File: src/hw/rtl/sste_pkg.sv
package sste_pkg;

  localparam int WORD_W = 32;
  localparam int VAL_W = 64;
  localparam int SLOT_W = 6;
  localparam int KIND_W = 3;

  localparam int INDEX_BITS_DEF = 32;
  localparam int QUEUE_DEPTH_DEF = 4;

  localparam logic [SLOT_W-1:0] TILE_LEN_RST = 6'd32;

  localparam logic [KIND_W-1:0] KIND_ENTRY = 3'd0;
  localparam logic [KIND_W-1:0] KIND_HEADER = 3'd1;
  localparam logic [KIND_W-1:0] KIND_DIR = 3'd2;
  localparam logic [KIND_W-1:0] KIND_END = 3'd3;
  localparam logic [KIND_W-1:0] KIND_TERM = 3'd4;

  localparam int NUM_BEATS = 6;
  localparam int BEAT_DIR = 0;
  localparam int BEAT_ENTRY = 1;
  localparam int BEAT_HDR = 2;
  localparam int BEAT_END = 3;
  localparam int BEAT_LAST_HDR = 4;
  localparam int BEAT_TERM = 5;

  typedef struct packed {
    logic              has_dir;
    logic [WORD_W-1:0] row;
    logic [WORD_W-1:0] dir_start;
    logic [WORD_W-1:0] dir_pos;
    logic [WORD_W-1:0] tile;
    logic [SLOT_W-1:0] slot;
    logic [WORD_W-1:0] col;
    logic [WORD_W-1:0] dep;
    logic [VAL_W-1:0]  val;
    logic              full;
    logic [WORD_W-1:0] first;
    logic [WORD_W-1:0] hdr_last;
    logic [VAL_W-1:0]  bitmap;
    logic              last;
    logic [WORD_W-1:0] tile_end;
    logic [SLOT_W-1:0] slot_end;
    logic [WORD_W-1:0] first_end;
    logic [VAL_W-1:0]  bitmap_end;
    logic [WORD_W-1:0] total_nz;
    logic [WORD_W-1:0] total_dir;
  } job_t;

  typedef struct packed {
    logic [KIND_W-1:0] kind;
    logic [WORD_W-1:0] tile;
    logic [SLOT_W-1:0] slot;
    logic [WORD_W-1:0] word_a;
    logic [WORD_W-1:0] word_b;
    logic [VAL_W-1:0]  word_c;
    logic              final_result;
  } res_t;

endpackage

File: src/hw/rtl/sste_front.sv
module sste_front #(
  parameter int INDEX_BITS = sste_pkg::INDEX_BITS_DEF
) (
  input  logic                             clk,
  input  logic                             rst_n,
  input  logic                             cfg_we,
  input  logic [sste_pkg::SLOT_W-1:0]      cfg_wdata,
  input  logic                             in_valid,
  output logic                             in_ready,
  input  logic [sste_pkg::WORD_W-1:0]      in_row_index,
  input  logic [sste_pkg::WORD_W-1:0]      in_col_index,
  input  logic [sste_pkg::WORD_W-1:0]      in_depth_index,
  input  logic [sste_pkg::VAL_W-1:0]       in_value_bits,
  input  logic                             in_last_item,
  input  logic                             push_ready,
  output logic                             push,
  output sste_pkg::job_t                   push_job
);

  logic [sste_pkg::SLOT_W-1:0] tile_len_r;
  logic [INDEX_BITS-1:0]       cur_row_r;
  logic                        started_r;
  logic [sste_pkg::WORD_W-1:0] dir_cnt_r;
  logic [sste_pkg::WORD_W-1:0] nz_cnt_r;
  logic [sste_pkg::WORD_W-1:0] tile_cnt_r;
  logic [sste_pkg::SLOT_W-1:0] slot_r;
  logic [sste_pkg::VAL_W-1:0]  bitmap_r;
  logic [sste_pkg::WORD_W-1:0] first_r;

  logic [INDEX_BITS-1:0]       row_m;
  logic [sste_pkg::SLOT_W-1:0] len;
  logic                        same_row;
  logic                        new_row;
  logic [sste_pkg::WORD_W-1:0] dir_cnt_nxt;
  logic [sste_pkg::WORD_W-1:0] hdr_last;
  logic [sste_pkg::VAL_W-1:0]  bitmap_shift;
  logic                        full;
  logic [sste_pkg::WORD_W-1:0] tile_cnt_nxt;
  logic [sste_pkg::SLOT_W-1:0] slot_nxt;
  logic [sste_pkg::VAL_W-1:0]  bitmap_nxt;
  logic [sste_pkg::WORD_W-1:0] first_nxt;
  logic [sste_pkg::WORD_W-1:0] nz_cnt_nxt;

  assign in_ready = push_ready;
  assign push = in_valid && push_ready;

  assign row_m = in_row_index[INDEX_BITS-1:0];
  assign len = (tile_len_r == '0) ? sste_pkg::SLOT_W'(1) : tile_len_r;
  assign same_row = started_r && (row_m == cur_row_r);
  assign new_row = !same_row;
  assign dir_cnt_nxt = dir_cnt_r + sste_pkg::WORD_W'(new_row);
  assign hdr_last = dir_cnt_nxt - sste_pkg::WORD_W'(1);
  assign bitmap_shift = {bitmap_r[sste_pkg::VAL_W-2:0], (!started_r || same_row)};
  assign full = (slot_r >= len);
  assign tile_cnt_nxt = tile_cnt_r + sste_pkg::WORD_W'(full);
  assign slot_nxt = full ? sste_pkg::SLOT_W'(1) : (slot_r + sste_pkg::SLOT_W'(1));
  assign bitmap_nxt = full ? sste_pkg::VAL_W'(1) : bitmap_shift;
  assign first_nxt = full ? hdr_last : first_r;
  assign nz_cnt_nxt = nz_cnt_r + sste_pkg::WORD_W'(1);

  always_comb begin
    push_job.has_dir = new_row;
    push_job.row = sste_pkg::WORD_W'(row_m);
    push_job.dir_start = nz_cnt_r;
    push_job.dir_pos = dir_cnt_r;
    push_job.tile = tile_cnt_r;
    push_job.slot = slot_r;
    push_job.col = sste_pkg::WORD_W'(in_col_index[INDEX_BITS-1:0]);
    push_job.dep = sste_pkg::WORD_W'(in_depth_index[INDEX_BITS-1:0]);
    push_job.val = in_value_bits;
    push_job.full = full;
    push_job.first = first_r;
    push_job.hdr_last = hdr_last;
    push_job.bitmap = bitmap_shift;
    push_job.last = in_last_item;
    push_job.tile_end = tile_cnt_nxt;
    push_job.slot_end = slot_nxt;
    push_job.first_end = first_nxt;
    push_job.bitmap_end = bitmap_nxt;
    push_job.total_nz = nz_cnt_nxt;
    push_job.total_dir = dir_cnt_nxt;
  end

  always_ff @(posedge clk) begin
    if (!rst_n) begin
      tile_len_r <= sste_pkg::TILE_LEN_RST;
    end else if (cfg_we) begin
      tile_len_r <= cfg_wdata;
    end
  end

  always_ff @(posedge clk) begin
    if (!rst_n) begin
      cur_row_r <= '0;
      started_r <= 1'b0;
      dir_cnt_r <= '0;
      nz_cnt_r <= '0;
      tile_cnt_r <= '0;
      slot_r <= sste_pkg::SLOT_W'(1);
      bitmap_r <= sste_pkg::VAL_W'(1);
      first_r <= '0;
    end else if (push) begin
      if (in_last_item) begin
        cur_row_r <= '0;
        started_r <= 1'b0;
        dir_cnt_r <= '0;
        nz_cnt_r <= '0;
        tile_cnt_r <= '0;
        slot_r <= sste_pkg::SLOT_W'(1);
        bitmap_r <= sste_pkg::VAL_W'(1);
        first_r <= '0;
      end else begin
        cur_row_r <= row_m;
        started_r <= 1'b1;
        dir_cnt_r <= dir_cnt_nxt;
        nz_cnt_r <= nz_cnt_nxt;
        tile_cnt_r <= tile_cnt_nxt;
        slot_r <= slot_nxt;
        bitmap_r <= bitmap_nxt;
        first_r <= first_nxt;
      end
    end
  end

endmodule

File: src/hw/rtl/sste_queue.sv
module sste_queue #(
  parameter int DEPTH = sste_pkg::QUEUE_DEPTH_DEF
) (
  input  logic           clk,
  input  logic           rst_n,
  input  logic           push,
  input  sste_pkg::job_t push_job,
  output logic           push_ready,
  input  logic           pop,
  output logic           head_valid,
  output sste_pkg::job_t head_job
);

  localparam int PTR_W = (DEPTH > 1) ? $clog2(DEPTH) : 1;
  localparam int CNT_W = $clog2(DEPTH + 1);

  sste_pkg::job_t    slots_r [DEPTH];
  logic [PTR_W-1:0]  wr_ptr_r;
  logic [PTR_W-1:0]  rd_ptr_r;
  logic [CNT_W-1:0]  count_r;
  logic [PTR_W-1:0]  wr_ptr_nxt;
  logic [PTR_W-1:0]  rd_ptr_nxt;

  assign push_ready = (count_r != CNT_W'(DEPTH));
  assign head_valid = (count_r != '0);
  assign head_job = slots_r[rd_ptr_r];

  assign wr_ptr_nxt = (wr_ptr_r == PTR_W'(DEPTH - 1)) ? '0 : (wr_ptr_r + PTR_W'(1));
  assign rd_ptr_nxt = (rd_ptr_r == PTR_W'(DEPTH - 1)) ? '0 : (rd_ptr_r + PTR_W'(1));

  always_ff @(posedge clk) begin
    if (push) begin
      slots_r[wr_ptr_r] <= push_job;
    end
  end

  always_ff @(posedge clk) begin
    if (!rst_n) begin
      wr_ptr_r <= '0;
      rd_ptr_r <= '0;
      count_r <= '0;
    end else begin
      if (push) begin
        wr_ptr_r <= wr_ptr_nxt;
      end
      if (pop) begin
        rd_ptr_r <= rd_ptr_nxt;
      end
      if (push && !pop) begin
        count_r <= count_r + CNT_W'(1);
      end else if (pop && !push) begin
        count_r <= count_r - CNT_W'(1);
      end
    end
  end

endmodule

File: src/hw/rtl/sste_back.sv
module sste_back (
  input  logic                          clk,
  input  logic                          rst_n,
  input  logic                          head_valid,
  input  sste_pkg::job_t                head_job,
  output logic                          pop,
  output logic                          out_valid,
  input  logic                          out_ready,
  output logic [sste_pkg::KIND_W-1:0]   out_kind,
  output logic [sste_pkg::WORD_W-1:0]   out_tile_number,
  output logic [sste_pkg::SLOT_W-1:0]   out_slot,
  output logic [sste_pkg::WORD_W-1:0]   out_word_a,
  output logic [sste_pkg::WORD_W-1:0]   out_word_b,
  output logic [sste_pkg::VAL_W-1:0]    out_word_c,
  output logic                          out_final_result
);

  logic [sste_pkg::NUM_BEATS-1:0] done_r;
  logic                           out_valid_r;
  sste_pkg::res_t                 out_r;

  logic [sste_pkg::NUM_BEATS-1:0] need;
  logic [sste_pkg::NUM_BEATS-1:0] pend;
  logic [sste_pkg::NUM_BEATS-1:0] sel;
  logic                           is_final;
  logic                           load;
  sste_pkg::res_t                 res;

  always_comb begin
    need = '0;
    need[sste_pkg::BEAT_DIR] = head_job.has_dir;
    need[sste_pkg::BEAT_ENTRY] = 1'b1;
    need[sste_pkg::BEAT_HDR] = head_job.full;
    need[sste_pkg::BEAT_END] = head_job.last;
    need[sste_pkg::BEAT_LAST_HDR] = head_job.last;
    need[sste_pkg::BEAT_TERM] = head_job.last;
  end

  assign pend = need & ~done_r;
  assign sel = pend & (~pend + sste_pkg::NUM_BEATS'(1));
  assign is_final = ((pend & ~sel) == '0);
  assign load = head_valid && (!out_valid_r || out_ready);
  assign pop = load && is_final;

  // one result word per beat, in stream order
  always_comb begin
    res.kind = sste_pkg::KIND_ENTRY;
    res.tile = head_job.tile;
    res.slot = head_job.slot;
    res.word_a = head_job.col;
    res.word_b = head_job.dep;
    res.word_c = head_job.val;
    res.final_result = is_final;
    if (sel[sste_pkg::BEAT_DIR]) begin
      res.kind = sste_pkg::KIND_DIR;
      res.tile = '0;
      res.slot = '0;
      res.word_a = head_job.row;
      res.word_b = head_job.dir_start;
      res.word_c = sste_pkg::VAL_W'(head_job.dir_pos);
    end else if (sel[sste_pkg::BEAT_HDR]) begin
      res.kind = sste_pkg::KIND_HEADER;
      res.slot = '0;
      res.word_a = head_job.first;
      res.word_b = head_job.hdr_last;
      res.word_c = head_job.bitmap;
    end else if (sel[sste_pkg::BEAT_END]) begin
      res.kind = sste_pkg::KIND_END;
      res.tile = head_job.tile_end;
      res.slot = head_job.slot_end;
      res.word_a = '1;
      res.word_b = '1;
      res.word_c = '1;
    end else if (sel[sste_pkg::BEAT_LAST_HDR]) begin
      res.kind = sste_pkg::KIND_HEADER;
      res.tile = head_job.tile_end;
      res.slot = '0;
      res.word_a = head_job.first_end;
      res.word_b = head_job.hdr_last;
      res.word_c = head_job.bitmap_end;
    end else if (sel[sste_pkg::BEAT_TERM]) begin
      res.kind = sste_pkg::KIND_TERM;
      res.tile = '0;
      res.slot = '0;
      res.word_a = '0;
      res.word_b = head_job.total_nz;
      res.word_c = sste_pkg::VAL_W'(head_job.total_dir);
    end
  end

  always_ff @(posedge clk) begin
    if (!rst_n) begin
      done_r <= '0;
      out_valid_r <= 1'b0;
    end else begin
      if (load) begin
        done_r <= is_final ? '0 : (done_r | sel);
        out_valid_r <= 1'b1;
      end else if (out_ready) begin
        out_valid_r <= 1'b0;
      end
    end
  end

  always_ff @(posedge clk) begin
    if (load) begin
      out_r <= res;
    end
  end

  assign out_valid = out_valid_r;
  assign out_kind = out_r.kind;
  assign out_tile_number = out_r.tile;
  assign out_slot = out_r.slot;
  assign out_word_a = out_r.word_a;
  assign out_word_b = out_r.word_b;
  assign out_word_c = out_r.word_c;
  assign out_final_result = out_r.final_result;

endmodule

File: src/hw/rtl/sparse_tensor_tile_encoder.sv
// channel   direction  handshake            payload
// in_       input      in_valid/in_ready    row, col, depth index, value bits, last
// out_      output     out_valid/out_ready  kind, tile, slot, words a/b/c, final
// cfg_      input      cfg_we               tile length, 6 bits
//
// front takes one word per cycle while the job queue has room
// back emits one result word per cycle unless out_ready stalls it: one to six per item
// sustained rate set by the back sequencer, which pops an item with its final word
// rst_n synchronous, active low; tile length returns to 32
// out_ register parts the sides; a stalled output fills the queue, then in_ready drops
module sparse_tensor_tile_encoder #(
  parameter int INDEX_BITS = sste_pkg::INDEX_BITS_DEF,
  parameter int QUEUE_DEPTH = sste_pkg::QUEUE_DEPTH_DEF
) (
  input  logic                          clk,
  input  logic                          rst_n,
  input  logic                          cfg_we,
  input  logic [sste_pkg::SLOT_W-1:0]   cfg_wdata,
  input  logic                          in_valid,
  output logic                          in_ready,
  input  logic [sste_pkg::WORD_W-1:0]   in_row_index,
  input  logic [sste_pkg::WORD_W-1:0]   in_col_index,
  input  logic [sste_pkg::WORD_W-1:0]   in_depth_index,
  input  logic [sste_pkg::VAL_W-1:0]    in_value_bits,
  input  logic                          in_last_item,
  output logic                          out_valid,
  input  logic                          out_ready,
  output logic [sste_pkg::KIND_W-1:0]   out_kind,
  output logic [sste_pkg::WORD_W-1:0]   out_tile_number,
  output logic [sste_pkg::SLOT_W-1:0]   out_slot,
  output logic [sste_pkg::WORD_W-1:0]   out_word_a,
  output logic [sste_pkg::WORD_W-1:0]   out_word_b,
  output logic [sste_pkg::VAL_W-1:0]    out_word_c,
  output logic                          out_final_result
);

  logic           push;
  logic           push_ready;
  sste_pkg::job_t push_job;
  logic           pop;
  logic           head_valid;
  sste_pkg::job_t head_job;

  sste_front #(
    .INDEX_BITS(INDEX_BITS)
  ) u_front (
    .clk(clk),
    .rst_n(rst_n),
    .cfg_we(cfg_we),
    .cfg_wdata(cfg_wdata),
    .in_valid(in_valid),
    .in_ready(in_ready),
    .in_row_index(in_row_index),
    .in_col_index(in_col_index),
    .in_depth_index(in_depth_index),
    .in_value_bits(in_value_bits),
    .in_last_item(in_last_item),
    .push_ready(push_ready),
    .push(push),
    .push_job(push_job)
  );

  sste_queue #(
    .DEPTH(QUEUE_DEPTH)
  ) u_queue (
    .clk(clk),
    .rst_n(rst_n),
    .push(push),
    .push_job(push_job),
    .push_ready(push_ready),
    .pop(pop),
    .head_valid(head_valid),
    .head_job(head_job)
  );

  sste_back u_back (
    .clk(clk),
    .rst_n(rst_n),
    .head_valid(head_valid),
    .head_job(head_job),
    .pop(pop),
    .out_valid(out_valid),
    .out_ready(out_ready),
    .out_kind(out_kind),
    .out_tile_number(out_tile_number),
    .out_slot(out_slot),
    .out_word_a(out_word_a),
    .out_word_b(out_word_b),
    .out_word_c(out_word_c),
    .out_final_result(out_final_result)
  );

endmodule
File: config.mk
export PLATFORM = sky130hd
export DESIGN_NAME = sparse_tensor_tile_encoder
export DESIGN_NICKNAME = d
export VERILOG_FILES = /design/src/hw/rtl/sste_pkg.sv /design/src/hw/rtl/sste_front.sv /design/src/hw/rtl/sste_queue.sv /design/src/hw/rtl/sste_back.sv /design/src/hw/rtl/sparse_tensor_tile_encoder.sv
export SDC_FILE = /design/constraint.sdc
export NUM_CORES = 2
export LEC_CHECK = 0
export ABC_AREA = 1
export ABC_CLOCK_PERIOD_IN_PS = 18400
export BUFFER_PORTS_ARGS = -buffer_cell sky130_fd_sc_hd__buf_2
export CORE_MARGIN = 4
export CORE_UTILIZATION = 25
export CTS_BUF_LIST = sky130_fd_sc_hd__clkbuf_16
export DETAILED_ROUTE_END_ITERATION = 10
export PLACE_DENSITY = 0.4
export SLEW_MARGIN = 0
export SYNTH_ARGS = -nofsm -noshare
export SYNTH_HDL_FRONTEND = slang
export SYNTH_HIERARCHICAL = 1
export SYNTH_SLANG_ARGS = --single-unit
File: constraint.sdc
create_clock -name clk -period 18.4 [get_ports clk]
set_clock_uncertainty 0.05 [all_clocks]
set_input_delay 0.92 -clock clk [delete_from_list [all_inputs] [get_ports clk]]
set_output_delay 0.92 -clock clk [all_outputs]
set_load 0.02 [all_outputs]
==> flow_summary.ini <==
[outcome]
outcome = complete, no violations

[timing]
period_minus_slack_ns = 6.33
finalSetupTns_ns = 0
hold_violations = 0
fmax_ghz = 0.158
setup_viol = 0
holdWs_ns = 0.158
max_slew_margin_pct = 18.3
rsz0062_at_grt = no
fin_ws_ns = 12.07
tightest_slew_ns = 1.23
period_share_pct = 34.4
drv_slew = 0

[power]
leakage_nw = 46.7
powerDensity_mw_per_mm2 = 144
p_total_mw = 18.7
ir_drop_mv = 0.0988

[drt]
first_pass_iters = 6
route.detailed.drc = 0
ant_nets = 0
vias = 74035
first_iter_violations = 5112
wl_mm = 366
via_per_inst = 4.64
wire_per_inst_um = 22.9

[clocking]
clock_path_buffers = 4
clock-root-buffer = clkbuf_16
htreeDepth = 5
cts.sinks = 2786
cts_buffers = 333
hold_buffers = 0
clk_pin_slew_ns = 0.06
cts_tree = done
clk_latency_ns = 0.92
post-cts-setup-buffers = 0
cts-resized-gates = 0

[synthesis]
synth_edf_count = 2534
synth.distinct_cells = 47
async_flop_share_pct = 0
ys_seq_elements = 2786
syn_inst = 9669
yosys-top-cells-area = edfxtp_1 (67%), nor2_1 (5.1%), nand2_1 (4.5%)
synth_top_area_cell = edfxtp_1
seq_area_frac_synth_pct = 71.7
synth_top_area_share_pct = 67.3
ys.flop_type = edfxtp_1
synth.avg_cell_area_um2 = 11.7
syn_area_mm2 = 0.113
ys_warn_count = 6
syn_nets = 9861

[critical_path]
cp_slowest_stage_delay_ns = 1.00
path_delay_family = buffers and inverters
worst-endpoint-arrival_ns = 6.86
critPathMostFrequentCell = buf_4
worstPathCellList = buf_4 > buf_4 > nor2_1 > o22ai_1 > inv_1 > nor2_1 > nand2_1 > a21oi_4 > buf_4 > clkinv_2 > buf_4 > nand3_1 > nand2_1 > nand2_1 > nand3_1
worst_setup_path_start_kind = flip-flop
cpMaxStageDelayCell = buf_4
rr_worst_depth = 15
crit-reg2reg-capture = u_back/out_word_c[55]
cp.buffers_inverters = 6
path_class = flip-flop to flip-flop
cp-end-kind = flip-flop
crit_fanout = 101
r2r_slack_ns = 12.07
crit_required_ns = 18.93

[finish]
layoutNonFillerInstCount = 15954
nets = 9908
fin_util_pct = 29.0
stdcell_area_mm2 = 0.130
synthToLayoutAreaGrowth_pct = 15.2
drive_above_1_share_pct = 10.6

[min_path]
hold_end = u_queue/slots_r[1][423]
holdPathStages = 1
hold_path_class = primary input to flip-flop
hp-start = in_depth_index[31]

[floorplan]
die-area_mm2 = 0.463
initial_utilization_pct = 25.1
pin_count = 344
die_x_um = 681
core_mm2 = 0.450
die_h_um = 681
row_count = 246

[global_routing]
grt_pass1_wl_mm = 524
antenna_found_initial = 70
grt_pass1_vias = 72446
grt_overflow = 0
grt_max_degree = 189
grt_use_total_pct = 15.2

[place]
dpl.cell_count = 15333
place_ws_ns = 11.92
dp_hpwl_mm = 207
placed_area_mm2 = 0.120
place.gp.congestion = 0.801
io_buffers = 343

[job]
cap_violations = 0
-- cells by family after synthesis --
family                   after synthesis  share of synthesized area (%)
flip-flops                          2786                           71.7
AO/OA/AOI/OAI                       2218                           10.5
AND/OR/NAND/NOR                     3350                           12.0
XOR/XNOR                              89                          0.696
buffers and inverters               1206                           4.86
adder cells (fa/ha/maj)               20                          0.228
-- power breakdown --
| part | internal (mW) | switching (mW) |
|---|---|---|
| clock | 3.71 | 2.65 |
| sequential | 7.83 | 0.347 |
| combinational | 1.00 | 3.21 |
-- routing by layer --
metal | vias up | wire, um | track usage [%] | part of all wire, %
li1 | 34297 | - | - | -
met1 | 37445 | 161000 | 20.1 | 44
met2 | 1734 | 179000 | 26.3 | 49
met3 | 539 | 16100 | 2.00 | 4.4
met4 | 20 | 10200 | 4.16 | 2.8
met5 | - | 118 | 0 | 0.032
-- layout make-up --
type	instances	area [um2]
clock inverter	275	2150
antenna	8	20.0
multi-input combinational	5677	26600
sequential	2786	81100
inverter	450	1750
clock buffer	338	8460
fill	46016	320000
tap	5952	7450
timing repair buffer	468	2820
-- how the worst max path moves through the flow --
stage               from               endpoint  slack [ns]  depth (start not counted)
6_report       flip-flop  u_back/out_word_c[55]       12.07                         15
5_1_grt        flip-flop  u_back/out_word_c[55]       11.63                         15
4_1_cts        flip-flop  u_back/out_word_c[57]       11.89                         15
3_5_place_dp   flip-flop  u_back/out_word_c[57]       11.92                         15
3_3_place_gp   flip-flop  u_back/out_word_c[40]       11.93                         15
2_1_floorplan   in_valid  u_queue/slots_r[0][0]        4.55                          5
-- cell usage in the layout (no fill, tap or decap), types with 9 or more instances in the layout --
master / n
edfxtp_1: 2534
nor2_1: 1529
nand2_1: 1349
o21ai_0: 707
o22ai_1: 593
o21ai_1: 543
inv_1: 502
a21oi_1: 350
buf_2: 343
clkbuf_16: 338
nand3_1: 270
dfxtp_1: 250
buf_4: 112
clkinv_1: 84
nand4_1: 62
clkinv_2: 59
xor2_1: 50
xnor2_1: 38
bufinv_16: 26
or2_2: 25
nand2_2: 20
nor2_4: 19
ha_1: 19
nor2_2: 17
nor3_1: 17
buf_12: 13
and2_1: 12
inv_6: 10
nand3_2: 10
inv_8: 9
-- synthesized netlist by cell type, types with 62 or more instances --
library cell  number
edfxtp_1        2534
nor2_1          1534
nand2_1         1352
o21ai_0          707
o22ai_1          593
o21ai_1          544
inv_1            434
a21oi_1          350
clkbuf_1         319
nand3_1          270
dfxtp_1          252
buf_2            230
buf_4            183
nand4_1           62
-- worst reg2reg max path: stages (launching register included) --
cell and delay (ns):
dfxtp_4 0.59, buf_4 0.72, buf_4 1.02, nor2_1 0.15, o22ai_1 0.46, inv_1 0.19, nor2_1 0.17, nand2_1 0.12
a21oi_4 0.13, buf_4 0.41, clkinv_2 0.90, buf_4 0.60, nand3_1 0.27, nand2_1 0.08, nand2_1 0.06, nand3_1 0.08
-- sequential cells by signal, summed over array words and instances (netlist names), 2 cells and up, named ones only --
| name | cells |
|---|---|
| u_back/done_r | 6 |
| u_back/out_kind | 3 |
| u_back/out_slot | 6 |
| u_back/out_tile_number | 32 |
| u_back/out_word_a | 32 |
| u_back/out_word_b | 32 |
| u_back/out_word_c | 64 |
| u_front/bitmap_r | 63 |
| u_front/cur_row_r | 32 |
| u_front/dir_cnt_r | 32 |
| u_front/first_r | 32 |
| u_front/nz_cnt_r | 32 |
| u_front/slot_r | 6 |
| u_front/tile_cnt_r | 32 |
| u_front/tile_len_r | 6 |
| u_queue/count_r | 3 |
| u_queue/rd_ptr_r | 2 |
| u_queue/slots_r | 2364 |
| u_queue/wr_ptr_r | 2 |
Power figures use the tool's default switching activity.
